[src/rtl/core/srb_pkg.sv]
// shared types, constants and pointer helpers for the serial rx/tx ring buffer
// no dependencies; imported by srb_front, srb_back and the top level

package srb_pkg;

  localparam int RX_DEPTH = 512;
  localparam int TX_DEPTH = 512;
  localparam int RX_AW = $clog2(RX_DEPTH);
  localparam int TX_AW = $clog2(TX_DEPTH);

  // front-to-back command queue
  localparam int QUEUE_DEPTH = 2;
  localparam int QUEUE_AW = $clog2(QUEUE_DEPTH);
  localparam int QUEUE_CW = $clog2(QUEUE_DEPTH + 1);

  localparam logic [7:0] CH_LF = 8'h0A;
  localparam logic [7:0] CH_CR = 8'h0D;

  typedef enum logic [1:0] {
    CMD_LINE_RX = 2'd0,
    CMD_HOST_RD = 2'd1,
    CMD_HOST_WR = 2'd2,
    CMD_TX_TICK = 2'd3
  } cmd_t;

  typedef struct packed {
    logic [1:0] cmd;
    logic [7:0] data_in;
    logic       last_in_burst;
  } in_beat_t;

  typedef struct packed {
    logic [7:0] data_out;
    logic       data_valid;
    logic       accepted;
    logic       tx_irq_enable;
    logic       rx_empty;
    logic       tx_full;
    logic       wake_reader;
    logic       wake_writer;
  } out_beat_t;

  // classified command handed from front to back
  typedef struct packed {
    cmd_t       cmd;
    logic [7:0] data;
    logic       last;
    logic       pair;
  } op_t;

  function automatic logic [RX_AW-1:0] rx_inc(input logic [RX_AW-1:0] p);
    return (p == RX_AW'(RX_DEPTH - 1)) ? '0 : p + 1'b1;
  endfunction

  function automatic logic [TX_AW-1:0] tx_inc(input logic [TX_AW-1:0] p);
    return (p == TX_AW'(TX_DEPTH - 1)) ? '0 : p + 1'b1;
  endfunction

  function automatic logic [QUEUE_AW-1:0] q_inc(input logic [QUEUE_AW-1:0] p);
    return (p == QUEUE_AW'(QUEUE_DEPTH - 1)) ? '0 : p + 1'b1;
  endfunction

endpackage

[src/rtl/core/srb_front.sv]
// front end: takes input beats, classifies them and queues them for the back end
// depends on srb_pkg

module srb_front
  import srb_pkg::*;
(
  input  logic     clk,
  input  logic     rst_n,
  input  logic     expand,
  input  logic     in_valid,
  output logic     in_ready,
  input  in_beat_t in_data,
  output logic     q_valid,
  output op_t      q_item,
  input  logic     q_pop
);

  op_t                 q_mem_r [QUEUE_DEPTH];
  logic [QUEUE_AW-1:0] q_wptr_r;
  logic [QUEUE_AW-1:0] q_rptr_r;
  logic [QUEUE_CW-1:0] q_cnt_r;
  logic                push;
  op_t                 op_new;

  assign in_ready = (q_cnt_r != QUEUE_CW'(QUEUE_DEPTH));
  assign push     = in_valid && in_ready;
  assign q_valid  = (q_cnt_r != '0);
  assign q_item   = q_mem_r[q_rptr_r];

  // a line feed written while expansion is on needs a cr lf pair
  always_comb begin
    op_new.cmd  = cmd_t'(in_data.cmd);
    op_new.data = in_data.data_in;
    op_new.last = in_data.last_in_burst;
    op_new.pair = expand && (in_data.data_in == CH_LF);
  end

  always_ff @(posedge clk) begin
    if (push) begin
      q_mem_r[q_wptr_r] <= op_new;
    end
  end

  always_ff @(posedge clk) begin
    if (!rst_n) begin
      q_wptr_r <= '0;
      q_rptr_r <= '0;
      q_cnt_r  <= '0;
    end else begin
      if (push) begin
        q_wptr_r <= q_inc(q_wptr_r);
      end
      if (q_pop) begin
        q_rptr_r <= q_inc(q_rptr_r);
      end
      if (push && !q_pop) begin
        q_cnt_r <= q_cnt_r + 1'b1;
      end else if (!push && q_pop) begin
        q_cnt_r <= q_cnt_r - 1'b1;
      end
    end
  end

endmodule

[config.mk]
export PLATFORM = sky130hd
export DESIGN_NAME = srb_front
export DESIGN_NICKNAME = d
export VERILOG_FILES = /design/src/rtl/core/srb_pkg.sv /design/src/rtl/core/srb_front.sv
export SDC_FILE = /design/constraint.sdc
export NUM_CORES = 1
export LEC_CHECK = 0
export BUFFER_PORTS_ARGS = -buffer_cell sky130_fd_sc_hd__clkbuf_2
export CORE_MARGIN = 5
export CORE_UTILIZATION = 39
export CTS_BUF_LIST = sky130_fd_sc_hd__clkbuf_4 sky130_fd_sc_hd__clkbuf_8
export DETAILED_ROUTE_END_ITERATION = 8
export GPL_TIMING_DRIVEN = 1
export PLACE_DENSITY_LB_ADDON = 0.12
export SLEW_MARGIN = 20
export SYNTH_ARGS = -nofsm -noshare
export SYNTH_HDL_FRONTEND = slang
export SYNTH_SLANG_ARGS = --single-unit
[constraint.sdc]
create_clock -name clk -period 1.75 [get_ports clk]
set_input_delay 0 -clock clk [delete_from_list [all_inputs] [get_ports clk]]
set_output_delay 0 -clock clk [all_outputs]
set_load 0.005 [all_outputs]
# Yosys cells after proc, flatten, opt, wreduce, memory -nomap -nowiden
# Memories as Yosys holds them, arrays and structs flattened. A register that Yosys moved wholly into a read port is not among the register bits.
# Cells that the tools add are included.
dict set report classes {
  n_addsub 4
  n_eq_ne 2
  muxes 8
  reduce_logical 8
}
# cell n
set op_table {}
lappend op_table {{$eq A8 B4 Y1 const B} 1}
lappend op_table {{$mux W1} 6}
lappend op_table {{$logic_and A1 B1 Y1} 4}
lappend op_table {{$mux W2} 2}
lappend op_table {{$reduce_bool A2 Y1} 2}
lappend op_table {{$add A1 B1 Y1 const B} 2}
lappend op_table {{$add A2 B1 Y2 const B} 1}
lappend op_table {{$logic_not A1 Y1} 2}
lappend op_table {{$ne A2 B2 Y1 const B} 1}
lappend op_table {{$sub A2 B1 Y2 const B} 1}
dict set report totals {
  ff_bits 4
  ram_bits 24
  input_bits 16
  output_inout_bits 14
  wordCells 26
  mem_count 1
}
# memory depth width rd rd_clocked_by_memory_dff wr line_no
set mem_list {}
lappend mem_list {q_mem_r 2 12 1 1 1 srb_front.sv:18} ;# op_t q_mem_r [QUEUE_DEPTH];

# Depth between registers and ports, before layout
# Gate-level depths: netlist of run 1.
dict set report depth {
  depth_word 6
  ltp_mapped 6
  ltp_nobuf 6
}

# Worst setup path after synthesis of run 1
# No wires, ideal clock.
dict set report synth_timing {
  path_type {register -> register}
  start {register q_cnt_r[0]}
  end {register q_cnt_r[1]}
  setup_time_ns 0.070
  arrival_ns 1.385
  required_time_ns 1.680
  slack_ns 0.295
  path_stages_with_launch 6
  path_buffers 0
  period_less_slack_ns 1.455
  cell_sequence {dfxtp_1 -> nand2b_4 -> and2_1 -> ha_1 -> or3_1 -> a21boi_1}
}
dict set report synth_between {
  elab_chain_cells 5
  word_cells_on_any_way 10
  cone_classes {add/sub: 2; eq/ne: 1; mux: 2; reduce/logical: 5}
}
# item line_no
set synth_lines {}
lappend synth_lines {{start: declaration} srb_front.sv:21} ;# logic [QUEUE_CW-1:0] q_cnt_r;
lappend synth_lines {{start signal: assignment} srb_front.sv:57} ;# q_cnt_r <= q_cnt_r + 1'b1;
lappend synth_lines {{start signal: assignment} srb_front.sv:59} ;# q_cnt_r <= q_cnt_r - 1'b1;
lappend synth_lines {{$ne A2 B2 Y1 *} srb_front.sv:25} ;# assign in_ready = (q_cnt_r != QUEUE_CW'(QUEUE_DEPTH));
lappend synth_lines {{net in_ready} srb_front.sv:11} ;# output logic in_ready,
lappend synth_lines {{$logic_and A1 B1 Y1 *} srb_front.sv:26} ;# assign push = in_valid && in_ready;
lappend synth_lines {{$logic_not A1 Y1} srb_front.sv:58} ;# end else if (!push && q_pop) begin
lappend synth_lines {{$logic_and A1 B1 Y1} srb_front.sv:58}
lappend synth_lines {{$reduce_bool A2 Y1 (no source line)} --}
# Mark *: on every way through the listed nets, which the timed path passes. The rest lies on a longest branch. The select of a mux whose other input is x is not followed.
# A chain may end at the register's enable or synchronous reset.

# Worst setup path after layout of run 1
dict set report layout_timing {
  start {register q_cnt_r[0]}
  end {register q_cnt_r[1]}
}
dict set report layout_between {
  elab_chain_cells 5
  word_cells_on_any_way 10
  cone_classes {add/sub: 2; eq/ne: 1; mux: 2; reduce/logical: 5}
}
# item
set layout_lines {}
lappend layout_lines {{parallel branches: the longest is 5 deep, another holds $sub A2 B1 Y2}}
# Several ways; the timed one is not identified. The select of a mux whose other input is x is not followed.

==> impl_summary.log, run 1 <==
INFO  metric yosys.area.top_type_share = roughly 64%
INFO  metric synthToLayoutAreaGrowth = 34.55%
INFO  metric post-cts-setup-buffers = 0
INFO  metric hold_viol_final = 0
INFO  metric dp.cells = 126
INFO  metric distinct_cells_synth = 20
INFO  metric grt_setup_unrepaired = no
INFO  metric via_per_inst = approximately 4.8
INFO  metric actual_slew_at_the_worst_max_slew_pin = around 0.55 ns
INFO  metric power.density = around 1000 mW/mm²
INFO  metric detail_route.drc_violations = 0
INFO  metric most_frequent_cell_after_synthesis = sky130_fd_sc_hd__edfxtp_1
INFO  metric postSynthCellCount = between 60 and 70
INFO  metric cts.htree.levels = 2
INFO  metric class_of_the_worst_hold_path = primary input to flip-flop
INFO  metric synth-async-reset-ratio = 0%
INFO  metric die_area = roughly 0.0041 mm²
INFO  metric grt_use_total = ~11%
INFO  metric n_antenna_cell = 0
INFO  metric clock_path_buffers = 2
INFO  metric hpwl_after_dpl = 1448 µm
INFO  metric yosysTopAreaCell = sky130_fd_sc_hd__edfxtp_1
INFO  metric tritoncts_clock_tree = built
INFO  metric tritoncts.num_buffers = 5
INFO  metric outcome = complete, no violations
INFO  metric multiInputGateArea = about 300 µm²
INFO  metric max_cap_viol_count = 0
INFO  metric final_antenna_net_count = 0
INFO  metric die_x = approximately 64 µm
INFO  metric drt_pass_1_iters = 4
INFO  metric grt_max_degree = 13
INFO  metric final-seq-area = 820.8 µm²
INFO  metric core = 0.002781 mm²
INFO  metric grt_pass1_wl = roughly 3300 µm
INFO  metric worst-endpoint-arrival = roughly 1.8 ns
INFO  metric cts-root-buf = sky130_fd_sc_hd__clkbuf_4
INFO  metric dr_total_vias = 701
INFO  metric cts_resized = 0
INFO  metric antenna_found_initial = 0
INFO  metric cts_num_sinks = 29
INFO  metric number_of_drc_markers_after_the_initial_detailed_route_iteration = 22
INFO  metric io_pins = 30
INFO  metric syn_area_per_cell = roughly 18 µm²
INFO  metric syn_nets = 81
INFO  metric yosys-top-cells-area = sky130_fd_sc_hd__edfxtp_1 64%, sky130_fd_sc_hd__mux2_2 12%, sky130_fd_sc_hd__dfxtp_1 8.8%, sky130_fd_sc_hd__and2_1 2.2%, sky130_fd_sc_hd__xor2_1 1.5%
INFO  metric core.rowCount = 19
INFO  metric synth_seq_area_share = between 70% and 80%
INFO  metric cp-start-kind = flip-flop
INFO  metric timing.final.max_slew_violations = 0
INFO  metric finalClockSkew = 0.004628 ns
INFO  metric endpoint_kind = flip-flop
INFO  metric synth_seq_cells = 29
INFO  metric fmax = about 0.63 GHz
INFO  metric fin_nets = approximately 130
INFO  metric gp_congestion = between 0.6 and 0.7
INFO  metric clock_latency = 0.32 ns
INFO  metric syn_area = 0.001134 mm²
INFO  metric worst-endpoint-required = roughly 2.0 ns
INFO  metric synth_edf_count = 24
INFO  metric first_global_vias = ~750
INFO  metric timing.setup.critical_path_class = flip-flop to flip-flop
INFO  metric ys_warn_count = 0
INFO  metric start_util = around two fifths
INFO  metric die_h = between 60 and 70 µm
INFO  metric layoutNonFillerInstCount = about 150
INFO  metric clock_input_transition_at_the_sequential_cells_of_the_worst_setup_and_hold_paths = 0.08 ns
INFO  metric power_leakage = ~0.61 nW
INFO  metric overflow = 0
INFO  metric timing.final.crit_share = between 90% and 100%
INFO  metric wire_per_inst = around 14 µm
INFO  metric route.final.wire_length = between 2000 and 2500 µm
INFO  metric final_layout_size_suffix_gt1_share = roughly 48%
INFO  metric critical_path.max_fanout = 5
INFO  metric n_fill_cell = 244
INFO  metric most_frequent_cells_after_synthesis = 24 x sky130_fd_sc_hd__edfxtp_1, 12 x sky130_fd_sc_hd__mux2_2, 5 x sky130_fd_sc_hd__dfxtp_1
INFO  metric numPortBuffers = 29
INFO  metric timing.final.crit_period = ~1.6 ns
INFO  metric max-slew-margin-rel = between 60% and 70%
INFO  metric report.final.setup_viol = 0
INFO  metric ir_worst_vdd = about 0.00064 V
INFO  metric setup_tns = 0 ns
INFO  metric primary_flip_flop_cell_chosen_by_synthesis_mapping = sky130_fd_sc_hd__edfxtp_1
## metal layers
| metal | share of wire, % | GRT usage [%] | up-vias | wire (µm) |
|---|---|---|---|---|
| met5 | 0 | 0 | - | 0 |
| met4 | 2.5 | 6.234 | 0 | 50 |
| met3 | 8.5 | 6.130 | 7 | 173 |
| met2 | 50 | 17.71 | 22 | 1008 |
| met1 | 39 | 11.92 | 332 | 795 |
| li1 | - | - | 340 | - |
## cell usage in the layout, fill, tap and decap left out, drive strengths merged
master	n
clkbuf	37
edfxtp	24
dlygate4sd3	13
mux2	12
dfxtp	5
and2	4
buf	3
nand3b	2
xor2	2
inv	2
nor4b	2
a21boi	2
nand2b	1
or2	1
and3	1
xnor2	1
a21bo	1
o21ai	1
or3	1
ha	1
## registers in the layout (all words and copies together), names as in the netlist, named ones only
| signal | cells |
|---|---|
| q_mem_r | 24 |
| q_cnt_r | 2 |
| q_rptr_r | 1 |
| q_wptr_r | 1 |
## power breakdown
part	total, W	switching, W	internal (W)	leakage [nW]
Sequential	0.000868	0.0000384	0.000830	0.265
Clock	0.000416	0.000210	0.000206	0.0368
Combinational	0.000289	0.000120	0.000168	0.312
## layout make-up
cell class	count	share of cell area [%]
Clock buffer	8	3.938
Multi-Input combinational cell	32	19.69
Tap cell	31	2.543
Inverter	2	0.4922
Sequential cell	29	53.81
Timing Repair Buffer	45	19.52
## critical path: stages (launching register included)
cell                       delay (ns)
sky130_fd_sc_hd__dfxtp_1         0.35
sky130_fd_sc_hd__nand2b_4        0.17
sky130_fd_sc_hd__and2_1          0.16
sky130_fd_sc_hd__ha_1            0.31
sky130_fd_sc_hd__or3_1           0.36
sky130_fd_sc_hd__a21boi_1        0.17
## path summary, 6_finish.rpt
| path | slack [ns] | startpoint | end | cells after the start |
|---|---|---|---|---|
| max | 0.16 | q_cnt_r[0] | q_cnt_r[1] | 5 |
| min reg2reg | 0.57 | q_wptr_r | q_wptr_r | 2 |
| min | 0.03 | q_pop | flip-flop | 3 |
| max reg2reg | 0.16 | q_cnt_r[0] | q_cnt_r[1] | 5 |
## per-stage QoR
stage	cell area [µm²]	utilization [%]	power (W)	hold slack [ns]	setup WS, ns
after floorplan	1134	-	0.001028	0.09887	0.2951
after global placement	1335	48.00	0.001144	0.1912	0.2772
after detailed placement	1335	48.00	0.001158	0.1951	0.1611
after CTS	1525	54.84	0.001601	0.02425	0.1542
after global routing	1525	54.84	0.001670	0.04092	0.1098
final	1525	54.84	0.001573	0.02870	0.1631
## cells by family after synthesis
family | Yosys count | synth area share [%]
AO/OA/AOI/OAI | 4 | 2.649
XOR/XNOR | 3 | 2.318
adder cells (fa/ha/maj) | 1 | 1.104
buffers and inverters | 3 | 1.104
flip-flops | 29 | 72.41
multiplexers | 12 | 11.92
AND/OR/NAND/NOR | 12 | 8.499
## what timing repair did
item | in CTS | in global routing
hold buffers | 13 | 0
setup endpoints to repair | 0 | 0
hold endpoints to repair | 29 | 0
Note: power is estimated with default switching activity, not from simulation.
==> run 2: changes to the inputs <==
--- a/config.mk
+++ b/config.mk
@@ -11,7 +11,6 @@
 export CTS_BUF_LIST = sky130_fd_sc_hd__clkbuf_4 sky130_fd_sc_hd__clkbuf_8
 export DETAILED_ROUTE_END_ITERATION = 8
 export GPL_TIMING_DRIVEN = 1
-export PLACE_DENSITY_LB_ADDON = 0.12
 export SLEW_MARGIN = 20
 export SYNTH_ARGS = -nofsm -noshare
 export SYNTH_HDL_FRONTEND = slang
==> impl_summary.log, run 2 (synthesis gave the netlist of run 1 again) <==
INFO  metric max-slew-margin-rel = 62.85% (was 62.99%)
INFO  metric hold_viol_final = 0 (unchanged)
INFO  metric cts_num_sinks = 29 (unchanged)
INFO  metric n_antenna_cell = 0 (unchanged)
INFO  metric max_cap_viol_count = 0 (unchanged)
INFO  metric cp-endpoint = q_cnt_r[1] (unchanged)
INFO  metric via_per_inst = 4.767 (was 4.769)
INFO  metric fmax = 0.6396 GHz (was 0.6302 GHz)
INFO  metric grt_max_degree = 13 (unchanged)
INFO  metric holdWs = 0.02829 ns (was 0.02870 ns)
INFO  metric detail_route.drc_violations = 0 (unchanged)
INFO  metric core = 0.002781 mm² (unchanged)
INFO  metric wire_per_inst = 14.11 µm (was 13.79 µm)
INFO  metric cts.htree.levels = 2 (unchanged)
INFO  metric gp_congestion = 0.6499 (was 0.6280)
INFO  metric core.rowCount = 19 (unchanged)
INFO  metric worst_path_max_delay_cell = sky130_fd_sc_hd__dfxtp_1 (was sky130_fd_sc_hd__or3_1)
INFO  metric dr_total_vias = 696 (was 701)
INFO  metric endpoint_kind = flip-flop (unchanged)
INFO  metric cp-start-kind = flip-flop (unchanged)
INFO  metric regToRegStartpoint = q_cnt_r[0] (unchanged)
INFO  metric hpwl_after_dpl = 1490 µm (was 1448 µm)
INFO  metric number_of_drc_markers_after_the_initial_detailed_route_iteration = 14 (was 22)
INFO  metric largest_registers = q_mem_r: 24 flops, q_cnt_r: 2 flops (unchanged)
INFO  metric finalClockSkew = 0.003829 ns (was 0.004628 ns)
INFO  metric report.final.setup_viol = 0 (unchanged)
INFO  metric timing.final.crit_share = 89.34% (was 90.68%)
INFO  metric io_pins = 30 (unchanged)
INFO  metric actual_slew_at_the_worst_max_slew_pin = 0.5565 ns (was 0.5544 ns)
INFO  metric timing.setup.critical_path_class = flip-flop to flip-flop (unchanged)
INFO  metric power_leakage = 0.6274 nW (was 0.6137 nW)
INFO  metric critical_path.max_fanout = 5 (unchanged)
INFO  metric timing.final.crit_period = 1.563 ns (was 1.587 ns)
INFO  metric mostFrequentLayoutCell = sky130_fd_sc_hd__clkbuf_2 (unchanged)
INFO  metric antenna_found_initial = 0 (unchanged)
INFO  metric timing.final.max_slew_violations = 0 (unchanged)
INFO  metric top_register = q_mem_r (unchanged)
INFO  metric first_global_vias = 728 (was 745)
INFO  metric worst-endpoint-arrival = 1.82 ns (was 1.84 ns)
INFO  metric overflow = 0 (unchanged)
INFO  metric cp-startpoint = q_cnt_r[0] (unchanged)
INFO  metric grt_pass1_wl = 3463 µm (was 3346 µm)
INFO  metric final_antenna_net_count = 0 (unchanged)
INFO  metric timing.reg2reg.setup_slack = 0.19 ns (was 0.16 ns)
INFO  metric critPathMaxStageDelay = 0.36 ns (about the same)
INFO  metric setup_tns = 0 ns (unchanged)
INFO  metric route.final.wire_length = 2060 µm (was 2027 µm)
INFO  metric numPortBuffers = 29 (unchanged)
INFO  metric clock_latency = 0.32 ns (about the same)
INFO  metric post-cts-setup-buffers = 0 (unchanged)
INFO  metric r2r_end = q_cnt_r[1] (unchanged)
INFO  metric layoutNonFillerInstCount = 146 (was 147)
INFO  metric grt_setup_unrepaired = no (unchanged)
INFO  metric outcome = complete, no violations (unchanged)
INFO  metric clock_input_transition_at_the_sequential_cells_of_the_worst_setup_and_hold_paths = 0.09 ns (was 0.08 ns)
INFO  metric final_layout_size_suffix_gt1_share = 47.83% (was 48.28%)
INFO  metric die_x = 63.92 µm (unchanged)
INFO  metric drt_pass_1_iters = 4 (unchanged)
INFO  metric dp.cells = 125 (was 126)
INFO  metric cp_cell_sequence = nand2b_4 -> and2_1 -> ha_1 -> or3_1 -> a21boi_1 (unchanged)
INFO  metric tritoncts.num_buffers = 5 (unchanged)
INFO  metric synthToLayoutAreaGrowth = 37.64% (was 34.55%)
INFO  metric finalCoreUtilization = 56.10% (was 54.84%)
INFO  metric flip_flop_count_of_the_largest_register_all_copies_and_words_added = 24 (unchanged)
INFO  metric worst-endpoint-required = 2.01 ns (was 2.00 ns)
INFO  metric fin_nets = 131 (was 132)
INFO  metric grt_use_total = 11.30% (was 11.25%)
INFO  metric cts-root-buf = sky130_fd_sc_hd__clkbuf_4 (unchanged)
INFO  metric power.density = 1169 mW/mm² (was 1031 mW/mm²)
INFO  metric die_h = 63.92 µm (unchanged)
INFO  metric clock_path_buffers = 2 (unchanged)
INFO  metric ir_worst_vdd = 0.0008598 V (was 0.0006441 V)
INFO  metric start_util = 40.76% (unchanged)
INFO  metric ff2ff_path_depth = 5 (unchanged)
INFO  metric tritoncts_clock_tree = built (unchanged)
INFO  metric die_area = 0.004085 mm² (unchanged)
INFO  metric commonest_non_fill_non_tap_cells_in_the_layout = 29 x sky130_fd_sc_hd__clkbuf_2, 24 x sky130_fd_sc_hd__edfxtp_1, 13 x sky130_fd_sc_hd__dlygate4sd3_1, 12 x sky130_fd_sc_hd__mux2_2 (was 29 x sky130_fd_sc_hd__clkbuf_2, 24 x sky130_fd_sc_hd__edfxtp_1, 13 x sky130_fd_sc_hd__dlygate4sd3_1, 12 x sky130_fd_sc_hd__mux2_2, 8 x sky130_fd_sc_hd__clkbuf_4)
INFO  metric class_of_the_worst_hold_path = primary input to flip-flop (unchanged)
-- run 2: cell type report --
type / count / area (µm²)
Inverter: 2 / 7.507
Tap cell: 31 / 38.79
Multi-Input combinational cell: 32 / 300.3
Timing Repair Buffer: 44 / 290.3
Clock buffer: 5 / 37.54
Fill cell: 248 / 1221
Clock inverter: 3 / 65.06
Sequential cell: 29 / 820.8
-- run 2: repair_timing --
action,4_1_cts,5_1_grt
hold buffers,13,0
hold endpoints to repair,29,0
resized for setup,0,0
-- run 2: power by group --
group	switching [W]	internal [W]	leakage, nW
combinational	0.000119	0.000160	0.307
sequential	0.0000395	0.000831	0.265
clock	0.000231	0.000442	0.0552
-- run 2: metrics by stage --
stage          instance area [µm²]  setup WS, ns  total power (W)
2_1_floorplan                 1134        0.2951         0.001028
3_3_place_gp                  1328        0.2829         0.001137
3_5_place_dp                  1328        0.1999         0.001149
4_1_cts                       1560        0.1812         0.001852
5_1_grt                       1560        0.1157         0.001922
6_report                      1560        0.1866         0.001823
-- run 2: critical path: cells and delay by family, from the launching register on --
kind	cells	cell delay, ns
fa+ha+maj	1	0.31
simple gates	3	0.69
compound gates	1	0.15
flops	1	0.36
-- run 2: per-layer routing --
metal | global-route usage [%] | share of wire [%]
met5 | 0 | 0
met4 | 5.455 | 2.0
met3 | 5.429 | 7.2
met2 | 16.96 | 49
met1 | 13.56 | 42
-- run 2: worst min-delay path by stage --
stage	from	endpoint	slack (ns)	depth (start not counted)
floorplan	in_data[9]	q_mem_r[0][10]	0.1	0
global placement	in_data[9]	q_mem_r[0][10]	0.20	1
detailed placement	in_data[9]	q_mem_r[0][10]	0.20	1
CTS	q_pop	flip-flop	0.01	3
global route	q_pop	q_rptr_r	0.02	3
finish	q_pop	q_rptr_r	0.03	3
==> run 3: changes to the inputs <==
--- a/config.mk
+++ b/config.mk
@@ -7,7 +7,7 @@
 export LEC_CHECK = 0
 export BUFFER_PORTS_ARGS = -buffer_cell sky130_fd_sc_hd__clkbuf_2
 export CORE_MARGIN = 5
-export CORE_UTILIZATION = 39
+export CORE_UTILIZATION = 30
 export CTS_BUF_LIST = sky130_fd_sc_hd__clkbuf_4 sky130_fd_sc_hd__clkbuf_8
 export DETAILED_ROUTE_END_ITERATION = 8
 export GPL_TIMING_DRIVEN = 1
==> impl_summary.log, run 3 (synthesis gave the netlist of run 1 again) <==
INFO  metric start_util = 30.96% (was 40.76%)
INFO  metric max_cap_viol_count = 0 (unchanged)
INFO  metric worst-endpoint-required = 1.95 ns (was 2.01 ns)
INFO  metric via_per_inst = 4.272 (was 4.767)
INFO  metric critical_path.max_fanout = 5 (unchanged)
INFO  metric gp_congestion = 0.6374 (was 0.6499)
INFO  metric n_antenna_cell = 0 (unchanged)
INFO  metric regToRegStartpoint = q_cnt_r[0] (unchanged)
INFO  metric core = 0.003661 mm² (was 0.002781 mm²)
INFO  metric power.density = 1071 mW/mm² (was 1169 mW/mm²)
INFO  metric ir_worst_vdd = 0.0005147 V (was 0.0008598 V)
INFO  metric timing.final.crit_period = 1.547 ns (was 1.563 ns)
INFO  metric final_layout_size_suffix_gt1_share = 48.25% (was 47.83%)
INFO  metric post_cts_hold_buffer_count = 12 (was 13)
INFO  metric actual_slew_at_the_worst_max_slew_pin = 0.5495 ns (was 0.5565 ns)
INFO  metric worst-endpoint-arrival = 1.75 ns (was 1.82 ns)
INFO  metric worst_path_max_delay_cell = sky130_fd_sc_hd__dfxtp_1 (unchanged)
INFO  metric endpoint_kind = flip-flop (unchanged)
INFO  metric antenna_found_initial = 0 (unchanged)
INFO  metric final_antenna_net_count = 0 (unchanged)
INFO  metric die_h = 71.47 µm (was 63.92 µm)
INFO  metric met1_length = 836 µm (was 858 µm)
INFO  metric n_fill_cell = 365 (was 248)
INFO  metric grt_setup_unrepaired = no (unchanged)
INFO  metric die_x = 71.47 µm (was 63.92 µm)
INFO  metric timing.final.crit_share = 88.38% (was 89.34%)
INFO  metric cp-start-kind = flip-flop (unchanged)
INFO  metric critPathMaxStageDelay = 0.35 ns (was 0.36 ns)
INFO  metric path_delay_family = simple AND/OR/NAND/NOR gates (unchanged)
INFO  metric flip_flop_count_of_the_largest_register_all_copies_and_words_added = 24 (unchanged)
INFO  metric cts-root-buf = sky130_fd_sc_hd__clkbuf_8 (was sky130_fd_sc_hd__clkbuf_4)
INFO  metric commonest_non_fill_non_tap_cells_in_the_layout = 29 x sky130_fd_sc_hd__clkbuf_2, 24 x sky130_fd_sc_hd__edfxtp_1, 12 x sky130_fd_sc_hd__mux2_2, 12 x sky130_fd_sc_hd__dlygate4sd3_1 (was 29 x sky130_fd_sc_hd__clkbuf_2, 24 x sky130_fd_sc_hd__edfxtp_1, 13 x sky130_fd_sc_hd__dlygate4sd3_1, 12 x sky130_fd_sc_hd__mux2_2)
INFO  metric cp_cell_sequence = nand2b_4 -> and2_1 -> ha_1 -> xor2_1 -> or3_1 -> a21boi_1 (was nand2b_4 -> and2_1 -> ha_1 -> or3_1 -> a21boi_1)
INFO  metric finalClockSkew = 0.003357 ns (was 0.003829 ns)
INFO  metric numPortBuffers = 29 (unchanged)
INFO  metric die_area = 0.005108 mm² (was 0.004085 mm²)
INFO  metric routed.top_layer = met4 (unchanged)
INFO  metric core.rowCount = 22 (was 19)
INFO  metric grt_use_total = 8.747% (was 11.30%)
INFO  metric timing.setup.critical_path_class = flip-flop to flip-flop (unchanged)
INFO  metric drt_pass_1_iters = 3 (was 4)
INFO  metric power_leakage = 0.6116 nW (was 0.6274 nW)
INFO  metric tritoncts.num_buffers = 5 (unchanged)
INFO  metric largest_registers = q_mem_r: 24 flops, q_cnt_r: 2 flops (unchanged)
INFO  metric route.final.wire_length = 2054 µm (was 2060 µm)
INFO  metric wire_per_inst = 12.68 µm (was 14.11 µm)
INFO  metric post-cts-setup-buffers = 0 (unchanged)
INFO  metric mostFrequentLayoutCell = sky130_fd_sc_hd__clkbuf_2 (unchanged)
INFO  metric setup_tns = 0 ns (unchanged)
INFO  metric synthToLayoutAreaGrowth = 37.20% (was 37.64%)
INFO  metric routed-wl-met3 = 184 µm (was 149 µm)
INFO  metric cts_resized = 0 (unchanged)
INFO  metric total_buffers_and_inverters_traversed_by_the_critical_path = 0 (unchanged)
INFO  metric detail_route.drc_violations = 0 (unchanged)
INFO  metric overflow = 0 (unchanged)
INFO  metric fmax = 0.6466 GHz (was 0.6396 GHz)
INFO  metric number_of_drc_markers_after_the_initial_detailed_route_iteration = 17 (was 14)
INFO  metric max-slew-margin-rel = 63.32% (was 62.85%)
INFO  metric hpwl_after_dpl = 1426 µm (was 1490 µm)
INFO  metric hold_path.startpoint = in_valid (was q_pop)
INFO  metric hold_end = q_wptr_r (was q_rptr_r)
INFO  metric io_pins = 30 (unchanged)
INFO  metric dr_total_vias = 692 (was 696)
INFO  metric clock_path_buffers = 2 (unchanged)
INFO  metric grt_pass1_wl = 3305 µm (was 3463 µm)
INFO  metric timing.reg2reg.setup_slack = 0.20 ns (was 0.19 ns)
INFO  metric outcome = complete, no violations (unchanged)
INFO  metric hold_viol_final = 0 (unchanged)
INFO  metric cts_num_sinks = 29 (unchanged)
INFO  metric ff2ff_path_depth = 6 (was 5)
INFO  metric cts.htree.levels = 2 (unchanged)
INFO  metric tritoncts_clock_tree = built (unchanged)
INFO  metric top_register = q_mem_r (unchanged)
INFO  metric clock_input_transition_at_the_sequential_cells_of_the_worst_setup_and_hold_paths = 0.06 ns (was 0.09 ns)
INFO  metric timing.final.max_slew_violations = 0 (unchanged)
INFO  metric whs_path_depth = 3 (unchanged)
INFO  metric grt_max_degree = 13 (unchanged)
INFO  metric class_of_the_worst_hold_path = primary input to flip-flop (unchanged)
INFO  metric total_power = 0.001666 W (was 0.001823 W)
INFO  metric clock_latency = 0.27 ns (was 0.32 ns)
INFO  metric met2RoutedLength = 1002 µm (was 1009 µm)
INFO  metric fin_nets = 130 (was 131)
INFO  metric first_global_vias = 770 (was 728)
INFO  metric report.final.setup_viol = 0 (unchanged)
INFO  metric r2r_end = q_cnt_r[1] (unchanged)
[run 3: final cells by class]
| class | instances | area [µm²] | area share (%) |
|---|---|---|---|
| clock inverter | 3 | 17.52 | 1.126 |
| tap | 48 | 60.06 | 3.862 |
| inverter | 2 | 7.507 | 0.4827 |
| sequential | 29 | 820.8 | 52.78 |
| clock buffer | 5 | 68.82 | 4.425 |
| multi-input combinational | 32 | 300.3 | 19.31 |
| timing repair buffer | 43 | 280.3 | 18.02 |
[run 3: per-layer routing]
| layer | up-vias | GRT usage (%) |
|---|---|---|
| met3 | 4 | 5.330 |
| met5 | - | 0 |
| met4 | 0 | 3.132 |
| met2 | 25 | 14.59 |
| li1 | 337 | - |
| met1 | 326 | 8.979 |
[run 3: worst min-delay path: cells and delay by family]
kind	cells	cell delay (ns)
AND/OR/NAND/NOR	1	0.09
AO/OA/AOI/OAI	1	0.08
buffers and inverters	1	0.10
[run 3: worst max path at each step]
stage | startpoint | endpoint | slack [ns] | cells after the start
after floorplan | q_cnt_r[0] | q_cnt_r[1] | 0.30 | 5
after global placement | q_cnt_r[0] | q_cnt_r[1] | 0.28 | 5
after detailed placement | q_cnt_r[0] | q_cnt_r[1] | 0.21 | 5
after CTS | q_cnt_r[0] | q_cnt_r[1] | 0.19 | 6
after global routing | q_cnt_r[0] | q_cnt_r[1] | 0.14 | 6
final | q_cnt_r[0] | q_cnt_r[1] | 0.20 | 6
[run 3: report_power, final]
group | internal [W] | switching, W | leakage (nW)
sequential | 0.000832 | 0.0000385 | 0.265
clock | 0.000273 | 0.000242 | 0.0439
combinational | 0.000162 | 0.000118 | 0.302
total | 0.00127 | 0.000399 | 0.612
[run 3: per-stage QoR]
stage	instance area [µm²]	util (%)	std cells	worst slack (ns)	hold slack [ns]
final	1555	42.48	162	0.2034	0.05540
after global routing	1555	42.48	162	0.1393	0.09401
after global placement	1349	36.84	142	0.2844	0.1951
after detailed placement	1349	36.84	142	0.2051	0.1983
after floorplan	1134	-	64	0.2951	0.09887
after CTS	1555	42.48	162	0.1882	0.04582
